## src/rtl/plsc_pkg.sv

```systemverilog
`timescale 1ns / 1ps
`default_nettype none
// ----------------------------------------------------------------------------
// plsc_pkg
// Shared constants, codes and control types of the pinned LRU cache table.
// ----------------------------------------------------------------------------
package plsc_pkg;

    localparam int CAP_BITS     = 40;
    localparam int REF_BITS     = 16;
    localparam int OUT_KEY_BITS = 32;
    localparam int OP_BITS      = 4;
    localparam int ST_BITS      = 3;

    localparam logic [REF_BITS-1:0] REF_MAX = '1;
    localparam logic [CAP_BITS-1:0] CAP_RESET = CAP_BITS'(64'd1073741824);

    localparam logic [OP_BITS-1:0] OP_INSERT  = 4'd0;
    localparam logic [OP_BITS-1:0] OP_REMOVE  = 4'd1;
    localparam logic [OP_BITS-1:0] OP_LOOKUP  = 4'd2;
    localparam logic [OP_BITS-1:0] OP_DIRTY   = 4'd3;
    localparam logic [OP_BITS-1:0] OP_CLEAN   = 4'd4;
    localparam logic [OP_BITS-1:0] OP_ACQUIRE = 4'd5;
    localparam logic [OP_BITS-1:0] OP_RELEASE = 4'd6;
    localparam logic [OP_BITS-1:0] OP_PIN     = 4'd7;
    localparam logic [OP_BITS-1:0] OP_UNPIN   = 4'd8;
    localparam logic [OP_BITS-1:0] OP_CLEAR   = 4'd9;

    localparam logic [ST_BITS-1:0] ST_OK        = 3'd0;
    localparam logic [ST_BITS-1:0] ST_NOT_FOUND = 3'd1;
    localparam logic [ST_BITS-1:0] ST_REFUSED   = 3'd2;
    localparam logic [ST_BITS-1:0] ST_NO_SPACE  = 3'd3;
    localparam logic [ST_BITS-1:0] ST_FULL      = 3'd4;

    typedef enum logic [3:0] {
        SA_NONE,
        SA_NEWEST,
        SA_DROP_EV,
        SA_DROP_MATCH,
        SA_ADMIT,
        SA_DIRTY,
        SA_CLEAN,
        SA_ACQ,
        SA_REL,
        SA_PIN,
        SA_UNPIN
    } slot_act_t;

    typedef enum logic [1:0] {
        RS_NONE,
        RS_MATCH,
        RS_FREE
    } rep_sel_t;

    typedef struct packed {
        logic               load;
        logic               scan_init;
        logic               scan_step;
        slot_act_t          act;
        logic               emit_report;
        logic               set_reply;
        rep_sel_t           rep_sel;
        logic [ST_BITS-1:0] rep_status;
        logic               emit_reply;
    } dp_cmd_t;

    typedef struct packed {
        logic               scan_last;
        logic [OP_BITS-1:0] op;
        logic               match_found;
        logic               match_busy;
        logic               free_found;
        logic               ev_found;
        logic               fits;
        logic               freed_ge;
        logic               out_free;
    } dp_stat_t;

endpackage
`default_nettype wire

```

## src/rtl/plsc_if.sv

```systemverilog
`timescale 1ns / 1ps
`default_nettype none
// ----------------------------------------------------------------------------
// plsc_if
// Channel interfaces: operation requests, results and capacity writes.
// ----------------------------------------------------------------------------
interface plsc_req_if #(
    parameter int KEY_BITS  = 32,
    parameter int SIZE_BITS = 40
);
    logic                 valid;
    logic                 ready;
    logic [3:0]           op;
    logic [KEY_BITS-1:0]  object_key;
    logic [SIZE_BITS-1:0] object_size;

    modport source (output valid, output op, output object_key, output object_size,
                    input ready);
    modport sink   (input valid, input op, input object_key, input object_size,
                    output ready);
endinterface

interface plsc_rsp_if;
    logic        valid;
    logic        ready;
    logic        result_kind;
    logic [2:0]  status;
    logic [31:0] reported_key;
    logic        is_cached;
    logic        is_dirty;
    logic        is_pinned;
    logic [15:0] reference_count;
    logic [39:0] used_bytes;
    logic        last;

    modport source (output valid, output result_kind, output status, output reported_key,
                    output is_cached, output is_dirty, output is_pinned,
                    output reference_count, output used_bytes, output last, input ready);
    modport sink   (input valid, input result_kind, input status, input reported_key,
                    input is_cached, input is_dirty, input is_pinned,
                    input reference_count, input used_bytes, input last, output ready);
endinterface

interface plsc_cfg_if;
    logic        valid;
    logic        ready;
    logic [39:0] data;

    modport source (output valid, output data, input ready);
    modport sink   (input valid, input data, output ready);
endinterface
`default_nettype wire

```

## src/rtl/plsc_datapath.sv

```systemverilog
`timescale 1ns / 1ps
`default_nettype none
// ----------------------------------------------------------------------------
// plsc_datapath
// Slot table, scan unit, byte accounting and the result register.
// ----------------------------------------------------------------------------
module plsc_datapath #(
    parameter int TABLE_ENTRIES = 16,
    parameter int KEY_BITS      = 32,
    parameter int SIZE_BITS     = 40
) (
    input  wire logic                              clk,
    input  wire logic                              rst_n,
    input  wire plsc_pkg::dp_cmd_t                 cmd,
    output      plsc_pkg::dp_stat_t                stat,
    input  wire logic [plsc_pkg::OP_BITS-1:0]      op_in,
    input  wire logic [KEY_BITS-1:0]               key_in,
    input  wire logic [SIZE_BITS-1:0]              size_in,
    input  wire logic                              cfg_we,
    input  wire logic [plsc_pkg::CAP_BITS-1:0]     cfg_data,
    input  wire logic                              out_ready,
    output      logic                              out_valid,
    output      logic                              out_kind,
    output      logic [plsc_pkg::ST_BITS-1:0]      out_status,
    output      logic [plsc_pkg::OUT_KEY_BITS-1:0] out_key,
    output      logic                              out_cached,
    output      logic                              out_dirty,
    output      logic                              out_pinned,
    output      logic [plsc_pkg::REF_BITS-1:0]     out_refs,
    output      logic [plsc_pkg::CAP_BITS-1:0]     out_used,
    output      logic                              out_last
);
    import plsc_pkg::*;

    localparam int IW  = $clog2(TABLE_ENTRIES);
    localparam int FW  = ((CAP_BITS > SIZE_BITS) ? CAP_BITS : SIZE_BITS) + 1;
    localparam int FRW = SIZE_BITS + IW + 1;
    localparam logic [IW-1:0] LAST_IDX = IW'(TABLE_ENTRIES - 1);

    // slot table
    logic                 slot_valid_reg [TABLE_ENTRIES];
    logic [KEY_BITS-1:0]  slot_key_reg   [TABLE_ENTRIES];
    logic [SIZE_BITS-1:0] slot_size_reg  [TABLE_ENTRIES];
    logic [IW-1:0]        slot_rank_reg  [TABLE_ENTRIES];
    logic [REF_BITS-1:0]  slot_refs_reg  [TABLE_ENTRIES];
    logic                 slot_pin_reg   [TABLE_ENTRIES];
    logic                 slot_dirty_reg [TABLE_ENTRIES];

    logic [CAP_BITS-1:0]  total_reg, total_next;
    logic [CAP_BITS-1:0]  cap_reg;

    // latched item
    logic [OP_BITS-1:0]   op_reg;
    logic [KEY_BITS-1:0]  key_reg;
    logic [SIZE_BITS-1:0] size_reg;
    logic [FRW-1:0]       freed_reg;

    // scan results
    logic [IW-1:0] idx_reg;
    logic          match_found_reg, free_found_reg, ev_found_reg;
    logic [IW-1:0] match_idx_reg, free_idx_reg, ev_idx_reg, ev_rank_reg;

    // reply selection
    logic          rep_have_reg;
    logic [IW-1:0] rep_idx_reg;
    logic [ST_BITS-1:0] rep_status_reg;

    logic          out_valid_reg;
    logic          out_free;
    logic [IW-1:0] tgt;
    logic [IW-1:0] tgt_rank;
    logic [FW-1:0] need;
    logic [KEY_BITS+OUT_KEY_BITS-1:0] rep_key_ext, ev_key_ext;

    assign out_free = !out_valid_reg || out_ready;
    assign need     = FW'(total_reg) + FW'(size_reg);

    always_comb
    begin
        unique case (cmd.act)
            SA_DROP_EV: tgt = ev_idx_reg;
            SA_ADMIT:   tgt = free_idx_reg;
            default:    tgt = match_idx_reg;
        endcase
    end

    assign tgt_rank = slot_rank_reg[tgt];

    always_comb
    begin
        total_next = total_reg;
        if (cmd.act == SA_DROP_EV || cmd.act == SA_DROP_MATCH)
            total_next = total_reg - CAP_BITS'(slot_size_reg[tgt]);
        else if (cmd.act == SA_ADMIT)
            total_next = total_reg + CAP_BITS'(size_reg);
    end

    assign stat.scan_last   = (idx_reg == LAST_IDX);
    assign stat.op          = op_reg;
    assign stat.match_found = match_found_reg;
    assign stat.match_busy  = (slot_refs_reg[match_idx_reg] != '0) || slot_pin_reg[match_idx_reg];
    assign stat.free_found  = free_found_reg;
    assign stat.ev_found    = ev_found_reg;
    assign stat.fits        = (need <= FW'(cap_reg));
    assign stat.freed_ge    = (freed_reg >= FRW'(size_reg));
    assign stat.out_free    = out_free;

    // control-side registers
    always_ff @(posedge clk or negedge rst_n)
    begin
        if (!rst_n)
        begin
            cap_reg   <= CAP_RESET;
            total_reg <= '0;
            out_valid_reg <= 1'b0;
            for (int i = 0; i < TABLE_ENTRIES; i++)
                slot_valid_reg[i] <= 1'b0;
        end
        else
        begin
            if (cfg_we)
                cap_reg <= cfg_data;
            total_reg <= total_next;
            if (cmd.emit_report || cmd.emit_reply)
                out_valid_reg <= 1'b1;
            else if (out_ready)
                out_valid_reg <= 1'b0;
            if (cmd.act == SA_DROP_EV || cmd.act == SA_DROP_MATCH)
                slot_valid_reg[tgt] <= 1'b0;
            else if (cmd.act == SA_ADMIT)
                slot_valid_reg[tgt] <= 1'b1;
        end
    end

    // slot payload, scan and result payload
    always_ff @(posedge clk)
    begin
        if (cmd.load)
        begin
            op_reg    <= op_in;
            key_reg   <= key_in;
            size_reg  <= size_in;
            freed_reg <= '0;
        end
        else if (cmd.act == SA_DROP_EV)
            freed_reg <= freed_reg + FRW'(slot_size_reg[tgt]);

        if (cmd.scan_init)
        begin
            idx_reg         <= '0;
            match_found_reg <= 1'b0;
            free_found_reg  <= 1'b0;
            ev_found_reg    <= 1'b0;
        end
        else if (cmd.scan_step)
        begin
            idx_reg <= idx_reg + 1'b1;
            if (slot_valid_reg[idx_reg] && slot_key_reg[idx_reg] == key_reg
                && !match_found_reg)
            begin
                match_found_reg <= 1'b1;
                match_idx_reg   <= idx_reg;
            end
            if (!slot_valid_reg[idx_reg] && !free_found_reg)
            begin
                free_found_reg <= 1'b1;
                free_idx_reg   <= idx_reg;
            end
            if (slot_valid_reg[idx_reg] && slot_refs_reg[idx_reg] == '0
                && !slot_pin_reg[idx_reg]
                && (!ev_found_reg || slot_rank_reg[idx_reg] > ev_rank_reg))
            begin
                ev_found_reg <= 1'b1;
                ev_idx_reg   <= idx_reg;
                ev_rank_reg  <= slot_rank_reg[idx_reg];
            end
        end

        for (int i = 0; i < TABLE_ENTRIES; i++)
        begin
            unique case (cmd.act)
                SA_NEWEST, SA_ACQ:
                begin
                    if (IW'(i) == tgt)
                        slot_rank_reg[i] <= '0;
                    else if (slot_valid_reg[i] && slot_rank_reg[i] < tgt_rank)
                        slot_rank_reg[i] <= slot_rank_reg[i] + 1'b1;
                end
                SA_DROP_EV, SA_DROP_MATCH:
                begin
                    if (IW'(i) != tgt && slot_valid_reg[i] && slot_rank_reg[i] > tgt_rank)
                        slot_rank_reg[i] <= slot_rank_reg[i] - 1'b1;
                end
                SA_ADMIT:
                begin
                    if (IW'(i) == tgt)
                        slot_rank_reg[i] <= '0;
                    else if (slot_valid_reg[i])
                        slot_rank_reg[i] <= slot_rank_reg[i] + 1'b1;
                end
                default:
                begin
                end
            endcase
        end

        unique case (cmd.act)
            SA_ADMIT:
            begin
                slot_key_reg[tgt]   <= key_reg;
                slot_size_reg[tgt]  <= size_reg;
                slot_refs_reg[tgt]  <= '0;
                slot_pin_reg[tgt]   <= 1'b0;
                slot_dirty_reg[tgt] <= 1'b0;
            end
            SA_DIRTY: slot_dirty_reg[tgt] <= 1'b1;
            SA_CLEAN: slot_dirty_reg[tgt] <= 1'b0;
            SA_ACQ:
            begin
                if (slot_refs_reg[tgt] != REF_MAX)
                    slot_refs_reg[tgt] <= slot_refs_reg[tgt] + 1'b1;
            end
            SA_REL:
            begin
                if (slot_refs_reg[tgt] != '0)
                    slot_refs_reg[tgt] <= slot_refs_reg[tgt] - 1'b1;
            end
            SA_PIN:   slot_pin_reg[tgt] <= 1'b1;
            SA_UNPIN: slot_pin_reg[tgt] <= 1'b0;
            default:
            begin
            end
        endcase

        if (cmd.set_reply)
        begin
            rep_status_reg <= cmd.rep_status;
            unique case (cmd.rep_sel)
                RS_MATCH:
                begin
                    rep_have_reg <= match_found_reg;
                    rep_idx_reg  <= match_idx_reg;
                end
                RS_FREE:
                begin
                    rep_have_reg <= 1'b1;
                    rep_idx_reg  <= free_idx_reg;
                end
                default:
                begin
                    rep_have_reg <= 1'b0;
                    rep_idx_reg  <= match_idx_reg;
                end
            endcase
        end

        if (cmd.emit_report)
        begin
            out_kind   <= 1'b1;
            out_status <= ST_OK;
            out_key    <= ev_key_ext[OUT_KEY_BITS-1:0];
            out_cached <= 1'b0;
            out_dirty  <= slot_dirty_reg[ev_idx_reg];
            out_pinned <= 1'b0;
            out_refs   <= '0;
            out_used   <= total_next;
            out_last   <= 1'b0;
        end
        else if (cmd.emit_reply)
        begin
            out_kind   <= 1'b0;
            out_status <= rep_status_reg;
            out_key    <= rep_key_ext[OUT_KEY_BITS-1:0];
            out_cached <= rep_have_reg;
            out_dirty  <= rep_have_reg && slot_dirty_reg[rep_idx_reg];
            out_pinned <= rep_have_reg && slot_pin_reg[rep_idx_reg];
            out_refs   <= rep_have_reg ? slot_refs_reg[rep_idx_reg] : '0;
            out_used   <= total_reg;
            out_last   <= 1'b1;
        end
    end

    assign rep_key_ext = {{OUT_KEY_BITS{1'b0}}, key_reg};
    assign ev_key_ext  = {{OUT_KEY_BITS{1'b0}}, slot_key_reg[ev_idx_reg]};
    assign out_valid   = out_valid_reg;

endmodule
`default_nettype wire

```

## src/rtl/plsc_ctrl.sv

```systemverilog
`timescale 1ns / 1ps
`default_nettype none
// ----------------------------------------------------------------------------
// plsc_ctrl
// Sequencer: scan, decide, evict loop and reply.
// ----------------------------------------------------------------------------
module plsc_ctrl (
    input  wire logic               clk,
    input  wire logic               rst_n,
    input  wire logic               req_valid,
    output      logic               req_ready,
    input  wire plsc_pkg::dp_stat_t stat,
    output      plsc_pkg::dp_cmd_t  cmd
);
    import plsc_pkg::*;

    typedef enum logic [1:0] {S_IDLE, S_SCAN, S_ACT, S_REPLY} state_t;

    state_t state_reg, state_next;
    logic   evict_reg, evict_next;

    assign req_ready = (state_reg == S_IDLE);

    always_ff @(posedge clk or negedge rst_n)
    begin
        if (!rst_n)
        begin
            state_reg <= S_IDLE;
            evict_reg <= 1'b0;
        end
        else
        begin
            state_reg <= state_next;
            evict_reg <= evict_next;
        end
    end

    always_comb
    begin
        cmd        = '0;
        cmd.act    = SA_NONE;
        cmd.rep_sel = RS_NONE;
        state_next = state_reg;
        evict_next = evict_reg;
        unique case (state_reg)
            S_IDLE:
            begin
                if (req_valid)
                begin
                    cmd.load      = 1'b1;
                    cmd.scan_init = 1'b1;
                    evict_next    = 1'b0;
                    state_next    = S_SCAN;
                end
            end
            S_SCAN:
            begin
                cmd.scan_step = 1'b1;
                if (stat.scan_last)
                    state_next = S_ACT;
            end
            S_ACT:
            begin
                // default outcome: reply about the requested key
                cmd.set_reply  = 1'b1;
                cmd.rep_sel    = RS_MATCH;
                cmd.rep_status = ST_OK;
                state_next     = S_REPLY;
                priority if (stat.op == OP_INSERT)
                begin
                    if (stat.match_found)
                        cmd.act = SA_NEWEST;
                    else if ((!evict_reg && stat.fits)
                             || (evict_reg && (stat.freed_ge || !stat.ev_found)))
                    begin
                        if (stat.fits && stat.free_found)
                        begin
                            cmd.act     = SA_ADMIT;
                            cmd.rep_sel = RS_FREE;
                        end
                        else
                        begin
                            cmd.rep_sel    = RS_NONE;
                            cmd.rep_status = stat.fits ? ST_FULL : ST_NO_SPACE;
                        end
                    end
                    else if (!evict_reg && !stat.ev_found)
                    begin
                        cmd.rep_sel    = RS_NONE;
                        cmd.rep_status = ST_NO_SPACE;
                    end
                    else
                    begin
                        cmd.set_reply = 1'b0;
                        state_next    = S_ACT;
                        if (stat.out_free)
                        begin
                            cmd.act         = SA_DROP_EV;
                            cmd.emit_report = 1'b1;
                            cmd.scan_init   = 1'b1;
                            evict_next      = 1'b1;
                            state_next      = S_SCAN;
                        end
                    end
                end
                else if (stat.op == OP_CLEAR)
                begin
                    if (stat.ev_found)
                    begin
                        cmd.set_reply = 1'b0;
                        state_next    = S_ACT;
                        if (stat.out_free)
                        begin
                            cmd.act         = SA_DROP_EV;
                            cmd.emit_report = 1'b1;
                            cmd.scan_init   = 1'b1;
                            state_next      = S_SCAN;
                        end
                    end
                end
                else if (stat.op > OP_CLEAR)
                begin
                    cmd.rep_sel = RS_MATCH;
                end
                else if (!stat.match_found)
                begin
                    cmd.rep_sel    = RS_NONE;
                    cmd.rep_status = ST_NOT_FOUND;
                end
                else
                begin
                    unique case (stat.op)
                        OP_REMOVE:
                        begin
                            if (stat.match_busy)
                                cmd.rep_status = ST_REFUSED;
                            else
                            begin
                                cmd.act     = SA_DROP_MATCH;
                                cmd.rep_sel = RS_NONE;
                            end
                        end
                        OP_DIRTY:   cmd.act = SA_DIRTY;
                        OP_CLEAN:   cmd.act = SA_CLEAN;
                        OP_ACQUIRE: cmd.act = SA_ACQ;
                        OP_RELEASE: cmd.act = SA_REL;
                        OP_PIN:     cmd.act = SA_PIN;
                        OP_UNPIN:   cmd.act = SA_UNPIN;
                        default:    cmd.act = SA_NONE;
                    endcase
                end
            end
            S_REPLY:
            begin
                if (stat.out_free)
                begin
                    cmd.emit_reply = 1'b1;
                    state_next     = S_IDLE;
                end
            end
            default:
            begin
                state_next = S_IDLE;
            end
        endcase
    end

endmodule
`default_nettype wire

```

## src/rtl/pinned_lru_size_cache_table.sv

```systemverilog
`timescale 1ns / 1ps
`default_nettype none
// ----------------------------------------------------------------------------
// pinned_lru_size_cache_table
// Keyed object table with size accounting, LRU eviction, pinning and refs.
// ----------------------------------------------------------------------------
// One operation at a time. Each pass over the table is a scan, one slot
// per cycle, that finds the key, the first free slot and the oldest
// evictable entry. A plain operation goes from transfer through the scan
// and a decide step to the reply. Each eviction or clear report is
// followed by a rescan of the table. Results leave through a registered
// output stage; a stalled result holds the sequencer. Capacity writes are
// taken at any time (ready is tied high) and should only come while the
// block is idle.
// ----------------------------------------------------------------------------
module pinned_lru_size_cache_table #(
    parameter int TABLE_ENTRIES = 16,
    parameter int KEY_BITS      = 32,
    parameter int SIZE_BITS     = 40
) (
    input  wire logic  clk,
    input  wire logic  rst_n,
    plsc_req_if.sink   req,
    plsc_rsp_if.source rsp,
    plsc_cfg_if.sink   cfg
);
    import plsc_pkg::*;

    dp_cmd_t  cmd;
    dp_stat_t stat;
    logic     req_fire_ok;

    // capacity register always takes the transfer
    assign cfg.ready = 1'b1;

    plsc_ctrl u_ctrl (
        .clk       (clk),
        .rst_n     (rst_n),
        .req_valid (req.valid),
        .req_ready (req_fire_ok),
        .stat      (stat),
        .cmd       (cmd)
    );

    assign req.ready = req_fire_ok;

    plsc_datapath #(
        .TABLE_ENTRIES (TABLE_ENTRIES),
        .KEY_BITS      (KEY_BITS),
        .SIZE_BITS     (SIZE_BITS)
    ) u_dp (
        .clk        (clk),
        .rst_n      (rst_n),
        .cmd        (cmd),
        .stat       (stat),
        .op_in      (req.op),
        .key_in     (req.object_key),
        .size_in    (req.object_size),
        .cfg_we     (cfg.valid),
        .cfg_data   (cfg.data),
        .out_ready  (rsp.ready),
        .out_valid  (rsp.valid),
        .out_kind   (rsp.result_kind),
        .out_status (rsp.status),
        .out_key    (rsp.reported_key),
        .out_cached (rsp.is_cached),
        .out_dirty  (rsp.is_dirty),
        .out_pinned (rsp.is_pinned),
        .out_refs   (rsp.reference_count),
        .out_used   (rsp.used_bytes),
        .out_last   (rsp.last)
    );

endmodule
`default_nettype wire

```

## src/flat_wrapper.sv

```systemverilog
// flat-port wrapper written by rule: the top's interface ports become plain ports
module pinned_lru_size_cache_table_flat import plsc_pkg::*;
#(
    parameter int TABLE_ENTRIES = 16,
    parameter int KEY_BITS      = 32,
    parameter int SIZE_BITS     = 40
)
  (clk, rst_n, req_valid, req_op, req_object_key, req_object_size, req_ready, rsp_valid, rsp_result_kind, rsp_status, rsp_reported_key, rsp_is_cached, rsp_is_dirty, rsp_is_pinned, rsp_reference_count, rsp_used_bytes, rsp_last, rsp_ready, cfg_valid, cfg_data, cfg_ready);
  plsc_req_if #(.KEY_BITS(KEY_BITS), .SIZE_BITS(SIZE_BITS)) req_i ();
  plsc_rsp_if rsp_i ();
  plsc_cfg_if cfg_i ();
  input  wire logic clk;
  input  wire logic rst_n;
  input wire logic [$bits(req_i.valid)-1:0] req_valid;
  input wire logic [$bits(req_i.op)-1:0] req_op;
  input wire logic [$bits(req_i.object_key)-1:0] req_object_key;
  input wire logic [$bits(req_i.object_size)-1:0] req_object_size;
  output wire logic [$bits(req_i.ready)-1:0] req_ready;
  output wire logic [$bits(rsp_i.valid)-1:0] rsp_valid;
  output wire logic [$bits(rsp_i.result_kind)-1:0] rsp_result_kind;
  output wire logic [$bits(rsp_i.status)-1:0] rsp_status;
  output wire logic [$bits(rsp_i.reported_key)-1:0] rsp_reported_key;
  output wire logic [$bits(rsp_i.is_cached)-1:0] rsp_is_cached;
  output wire logic [$bits(rsp_i.is_dirty)-1:0] rsp_is_dirty;
  output wire logic [$bits(rsp_i.is_pinned)-1:0] rsp_is_pinned;
  output wire logic [$bits(rsp_i.reference_count)-1:0] rsp_reference_count;
  output wire logic [$bits(rsp_i.used_bytes)-1:0] rsp_used_bytes;
  output wire logic [$bits(rsp_i.last)-1:0] rsp_last;
  input wire logic [$bits(rsp_i.ready)-1:0] rsp_ready;
  input wire logic [$bits(cfg_i.valid)-1:0] cfg_valid;
  input wire logic [$bits(cfg_i.data)-1:0] cfg_data;
  output wire logic [$bits(cfg_i.ready)-1:0] cfg_ready;
  assign req_i.valid = req_valid;
  assign req_i.op = req_op;
  assign req_i.object_key = req_object_key;
  assign req_i.object_size = req_object_size;
  assign req_ready = req_i.ready;
  assign rsp_valid = rsp_i.valid;
  assign rsp_result_kind = rsp_i.result_kind;
  assign rsp_status = rsp_i.status;
  assign rsp_reported_key = rsp_i.reported_key;
  assign rsp_is_cached = rsp_i.is_cached;
  assign rsp_is_dirty = rsp_i.is_dirty;
  assign rsp_is_pinned = rsp_i.is_pinned;
  assign rsp_reference_count = rsp_i.reference_count;
  assign rsp_used_bytes = rsp_i.used_bytes;
  assign rsp_last = rsp_i.last;
  assign rsp_i.ready = rsp_ready;
  assign cfg_i.valid = cfg_valid;
  assign cfg_i.data = cfg_data;
  assign cfg_ready = cfg_i.ready;
  pinned_lru_size_cache_table #(.TABLE_ENTRIES(TABLE_ENTRIES), .KEY_BITS(KEY_BITS), .SIZE_BITS(SIZE_BITS)) u_core (.clk(clk), .rst_n(rst_n), .req(req_i), .rsp(rsp_i), .cfg(cfg_i));
endmodule
```

## config.mk

```make
export PLATFORM = sky130hd
export DESIGN_NAME = pinned_lru_size_cache_table_flat
export DESIGN_NICKNAME = d
export VERILOG_FILES = /design/src/rtl/plsc_pkg.sv /design/src/rtl/plsc_if.sv /design/src/rtl/plsc_datapath.sv /design/src/rtl/plsc_ctrl.sv /design/src/rtl/pinned_lru_size_cache_table.sv /design/src/flat_wrapper.sv
export SDC_FILE = /design/constraint.sdc
export NUM_CORES = 2
export LEC_CHECK = 0
export CORE_UTILIZATION = 55
export DETAILED_ROUTE_END_ITERATION = 8
export DONT_BUFFER_PORTS = 1
export PLACE_DENSITY = 0.66
export SETUP_SLACK_MARGIN = 0.2
export SYNTH_ARGS = -nofsm -noshare
export SYNTH_HDL_FRONTEND = slang
export SYNTH_HIERARCHICAL = 1
export SYNTH_SLANG_ARGS = --single-unit
```

## constraint.sdc

```tcl
create_clock -name clk -period 16.7 [get_ports clk]
set_clock_uncertainty 0.05 [all_clocks]
set_input_delay 0 -clock clk [delete_from_list [all_inputs] [get_ports clk]]
set_output_delay 0 -clock clk [all_outputs]
set_load 0.05 [all_outputs]
```

# After elaboration in Yosys (flattened, before gate mapping)
# Memories as Yosys holds them, arrays and structs flattened. A register that Yosys moved wholly into a read port is not among the register bits.
# Index checks and enable logic that the tools add are counted.
dict set report word_totals {
  register_bits 348
  latchBits 0
  mem_bits_rw 1504
  romBits 0
  input_bits 121
  output_inout_bits 99
  word_cells 801
  n_memories 6
}
dict set report classes {
  n_addsub 39
  multipliers 0
  n_div 0
  n_lt_le_gt_ge 39
  eq_ne 64
  shifts 0
  muxes 436
  bitwise 76
  n_reduce_logical 96
}
# memory words width rd rd_ports_with_merged_regs write_ports line
set memory_table {}
lappend memory_table {u_core.u_dp.slot_size_reg 16 40 1 0 1 plsc_datapath.sv:43} ;# logic [SIZE_BITS-1:0] slot_size_reg [TABLE_ENTRIES];
lappend memory_table {u_core.u_dp.slot_key_reg 16 32 2 2 1 plsc_datapath.sv:42} ;# logic [KEY_BITS-1:0] slot_key_reg [TABLE_ENTRIES];
lappend memory_table {u_core.u_dp.slot_refs_reg 16 16 4 3 1 plsc_datapath.sv:45} ;# logic [REF_BITS-1:0] slot_refs_reg [TABLE_ENTRIES];
lappend memory_table {u_core.u_dp.slot_rank_reg 16 4 18 1 16 plsc_datapath.sv:44} ;# logic [IW-1:0] slot_rank_reg [TABLE_ENTRIES];
lappend memory_table {u_core.u_dp.slot_dirty_reg 16 1 2 2 1 plsc_datapath.sv:47} ;# logic slot_dirty_reg [TABLE_ENTRIES];
lappend memory_table {u_core.u_dp.slot_pin_reg 16 1 3 3 1 plsc_datapath.sv:46} ;# logic slot_pin_reg [TABLE_ENTRIES];
# op n
set op_table {}
lappend op_table {{$mux 4} 89}
lappend op_table {{$mux 1} 301}
lappend op_table {{$mux 40} 4}
lappend op_table {{$mux 16} 5}
lappend op_table {{$or 1x1->1} 70}
lappend op_table {{$add 4x1->4 const B} 17}
lappend op_table {{$gt 4x4->1} 17}
lappend op_table {{$lt 4x4->1} 16}
lappend op_table {{$mux 32} 2}
lappend op_table {{$sub 4x1->4 const B} 16}
lappend op_table {{$logic_and 1x1->1} 61}
lappend op_table {{$add 45x40->45} 1}
lappend op_table {{$ge 45x40->1} 1}
lappend op_table {{$add 40x40->41} 1}
lappend op_table {{$le 41x40->1} 1}
lappend op_table {{$add 40x40->40} 1}
lappend op_table {{$sub 40x40->40} 1}
lappend op_table {{$eq 32x32->1} 1}
lappend op_table {{$eq 4x3->1 const B} 8}
lappend op_table {{$eq 4x4->1 const A} 8}
lappend op_table {{$mux 2} 16}
lappend op_table {{$ne 4x4->1 const A} 8}
lappend op_table {{$reduce_bool 16->1} 2}
lappend op_table {{$pmux 4 s7} 1}
lappend op_table {{44 further kinds} 102}

# Depth between registers and ports, before layout
# An unclocked memory read counts as a cell.
dict set report logic_depth {
  ltp_word 22
  mapped_depth 56
  depth_no_buf 47
}

# By module
# Netlist, hierarchy kept.
# module instances cells_each area_per_inst_um2 seq_area_each_um2
set modules_own_cells {}
lappend modules_own_cells {plsc_datapath 1 6181 91181.2 54608.6}
lappend modules_own_cells {plsc_ctrl 1 70 500.5 75.1}
lappend modules_own_cells {pinned_lru_size_cache_table 1 2 11.3 0.0}

# Worst setup path before layout
# Ideal clock, no wire load.
dict set report synth_timing {
  kind {reg2reg}
  from {register u_core.u_dp.size_reg[2]}
  to {register u_core.u_dp.freed_reg[40]}
  setup_time_ns 0.128
  t_arrival_ns 11.604
  t_required_ns 16.522
  setup_slack_ns 4.919
  path_stages_with_launch 53
  path_buffers 8
  period_less_slack_ns 11.781
  cell_sequence {edfxtp_1 > ha_1 > o21ai_0 > o21ai_0 > a31oi_1 > o31a_1 > o31a_1 > o31ai_1 > a2111oi_0 > o21ai_0 > or3b_2 > ha_1 > a21o_1 > a21oi_1 > nor2b_1 > a2111oi_0 > nand3b_1 > a211oi_1 > [... 17 more ...] > nand2_1 > nand3_1 > a21oi_1 > nor4_1 > ha_1 > inv_1 > fa_1 > nor2b_1 > o21a_1 > o21ai_0 > a2111o_1 > a2111oi_0 > o211ai_1 > a2111oi_0 > o21ai_0 > a211oi_1 > xnor2_1 > nor2_1}
}
# item line
set synth_lines {}
lappend synth_lines {{from (decl)} plsc_datapath.sv:55} ;# logic [SIZE_BITS-1:0] size_reg;
lappend synth_lines {{from (signal assigned)} plsc_datapath.sv:142} ;# size_reg <= size_in;
lappend synth_lines {{to (signal assigned)} plsc_datapath.sv:146} ;# freed_reg <= freed_reg + FRW'(slot_size_reg[tgt]);
lappend synth_lines {{to (decl)} plsc_datapath.sv:56} ;# logic [FRW-1:0] freed_reg;

==> impl_metrics.ini <==
[yosys]
ys_dominant_reg_cell = edfxtp_1
ys_seq_area_frac = 0.596
yosys.area.top_type = edfxtp_1
netlist_area_sq_mm = 0.0917
synth_edf_count = 1677
synth_top_area_frac = 0.549
syn_nets = 6682
ys_seq_elements = 1868
syn_area_per_cell_sq_um = 14.7
ys_types = 98
async_flop_share = 0.0535
netlist_instances = 6253
yosysWarnings = 6
synthTopCellsByArea = edfxtp_1 55%, mux4_2 15%, ha_1 4.2%

[grt]
grt_pass1_wl_um = 391000
grt_pass1_vias = 58700
grtUsageTotal = 0.317
grt_max_degree = 125
antenna_found_initial = 5
overflow = 0

[layout]
num-nets-final = 6966
fin_cells = 8897
fillers = 12000
multi_input_area_sq_mm = 0.0350
drive_above_1_share = 0.178
largest_reg_flops = 640
regArea_sq_mm = 0.0547
syn_to_final_growth_pct = 13.2

[cts]
htree_levels = 4
cts_resized = 0
cts_buffers = 191
tritoncts = built
cts_buffer_depth = 3
cts_root_buf = clkbuf_16
clock-sinks = 1868
path_clk_slew_ns = 0.06
worstSkewPairLatency_ns = 0.85

[critical_path]
cpPeakStageDelay_ns = 1.00
cp_top_family = compound AO/OA/AOI/OAI gates
required_ns = 17.21
arrival_ns = 15.80
end_kind = flop
worst_path_most_repeated_cell = a21oi_1
critPathLaunchType = flop
path_max_fanout = 82
crit_slowest_cell = a2111oi_1
worstSetupPathType = reg -> reg
critPathBufInv = 4

[hold_path]
hold_class = in -> reg

[route]
drc_errors = 6
routed-via-count = 60000
wl_per_cell_um = 30.1
via_per_inst = 6.75
drt_iter0_drc = 7985
drtAntennaViolNets = 0
wirelength_um = 268000
firstDrtPassIters = 9

[timing]
fmax_ghz = 0.0654
rsz0062_at_grt = no
worstMarginPinSlew_ns = 1.41
slew_headroom = 0.0542
fin_crit_sh = 0.916
fin_crit_ns = 15.29
drv_slew = 0
finalHoldViolCount = 0
setup_viol = 0
setup_tns_ns = 0

[place]
place.gp.congestion = 0.960
dp_cells = 8248
io_buffers = 0
dpl.hpwl_um = 162000

[outcome]
violations = DRC
outcome = complete, but fails checks

[run]
drv_cap = 0

[floorplan]
die_w_um = 410
io-pin-count = 220
fp-row-count = 149
dieArea_sq_mm = 0.168
die-height_um = 410
core_area_sq_mm = 0.165
initial_core_util = 0.555

[power]
p_leak_nw = 35.7
p_per_area_mw_per_mm2 = 111
vdd_drop_max_uv = 105
[kinds of logic (layout without fill, tap and decap cells)]
family	count (synthesis)	after routing	synth area share
fa+ha+maj	308	308	0.0423
other cells	1	7	0.0000409
flops	1868	1868	0.596
mux	739	739	0.166
simple gates	1569	1570	0.0823
compound gates	1077	1077	0.0763
buf+inv	558	1006	0.0244
xor+xnor	133	133	0.0128
[cells in the mapped netlist, types with 28 or more instances]
library cell	number
xnor2_1	88
a21oi_1	293
o22a_1	28
ha_1	305
nand3_1	194
nand2_1	559
a211oi_1	30
o21a_1	43
nor3_1	48
nand2b_1	46
nor4_1	86
mux4_2	614
nor2_1	308
nand4_1	84
dfrtp_1	99
nor2b_1	55
edfxtp_1	1677
inv_1	249
a21o_1	87
dfxtp_1	91
buf_1	51
mux2_2	78
o211ai_1	41
o21ai_0	236
mux2i_1	46
a22oi_1	85
and2_1	55
clkbuf_1	220
a31oi_1	39
xor2_1	44
[final cells by class]
class / instances / area share
diodes: 6 / 0.000145
multi-input cells: 3828 / 0.337
clock buffers: 238 / 0.0492
clock inverters: 120 / 0.0125
flip-flops and latches: 1868 / 0.527
repair buffers: 399 / 0.0385
well taps: 2189 / 0.0264
inverters: 249 / 0.00903
[layout by cell type (no fill, tap or decap), drive strengths merged, types with 24 or more instances in the layout]
master,instances
edfxtp,1677
mux4,614
nand2,561
nor2,319
ha,305
a21oi,294
dlygate4sd3,280
inv,259
o21ai,240
clkbuf,238
nand3,195
buf,119
dfrtp,99
nor4,91
dfxtp,91
xnor2,89
a21o,87
nand4,86
a22oi,85
mux2,79
clkinv,77
and2,57
nor2b,55
nor3,51
nand2b,47
mux2i,46
xor2,44
o21a,43
o211ai,41
a31oi,39
a211oi,30
o22a,28
a221oi,26
and3,26
bufinv,24
[stage by stage]
step                      setup WS, ns  power (mW)  hold WS (ns)   util  area, sq um
after floorplan                   4.92        6.69        -0.346      -        91700
after global placement            2.00        7.13        -0.343  0.572        94500
after detailed placement          1.56        7.15        -0.344  0.572        94500
after CTS                         1.52        11.6        0.0189  0.628       104000
after global routing             0.399        11.9        0.0752  0.629       104000
final                             1.41        11.5        0.0911  0.629       104000
[per-layer routing]
| metal | part of all wire | vias to the layer above | GRT usage | wire, um |
|---|---|---|---|---|
| met2 | 0.46 | 3404 | 0.488 | 124000 |
| met4 | 0.037 | 6 | 0.115 | 9970 |
| met3 | 0.10 | 588 | 0.0641 | 26900 |
| li1 | - | 25400 | - | - |
| met1 | 0.40 | 30600 | 0.449 | 107000 |
| met5 | 0.00037 | - | 0.00316 | 100 |
[path summary, 6_finish.rpt]
path / start / end / slack [ns] / cells after the start
setup / recovery: u_core/u_dp/size_reg[0]$_DFFE_PP_ / u_core/u_dp/out_used[39]$_DFFE_PP_ / 1.41 / 46
hold / removal: req_valid / u_core/u_dp/freed_reg[40]$_SDFFE_PP0N_ / 0.09 / 3
setup reg to reg: u_core/u_dp/size_reg[0]$_DFFE_PP_ / u_core/u_dp/out_used[39]$_DFFE_PP_ / 1.41 / 46
hold reg to reg: u_core/u_dp/freed_reg[0]$_SDFFE_PP0N_ / u_core/u_dp/freed_reg[0]$_SDFFE_PP0N_ / 0.43 / 2
max in group asynchronous: rst_n / u_core/u_ctrl/state_reg[1]$_DFFE_PN0P_ / 15.77 / 4
min in group asynchronous: rst_n / u_core/u_dp/cap_reg[30]$_DFFE_PN1P_ / 0.24 / 3
[worst min-delay path, stage by stage]
cell,delay (ns)
dlygate4sd3_1,0.60
and2_4,0.23
nor2_1,0.11
[power breakdown]
part           internal, mW  switching [mW]
registers              5.21           0.333
logic                 0.755           0.839
clock network          2.55            1.85
total                  8.52            3.02
[repair_timing]
action,CTS,global route
setup buffers,0,0
endpoints found under the hold margin,263,0
hold buffers,283,0
endpoints found under the setup margin,0,1
Power figures use the tool's default switching activity.
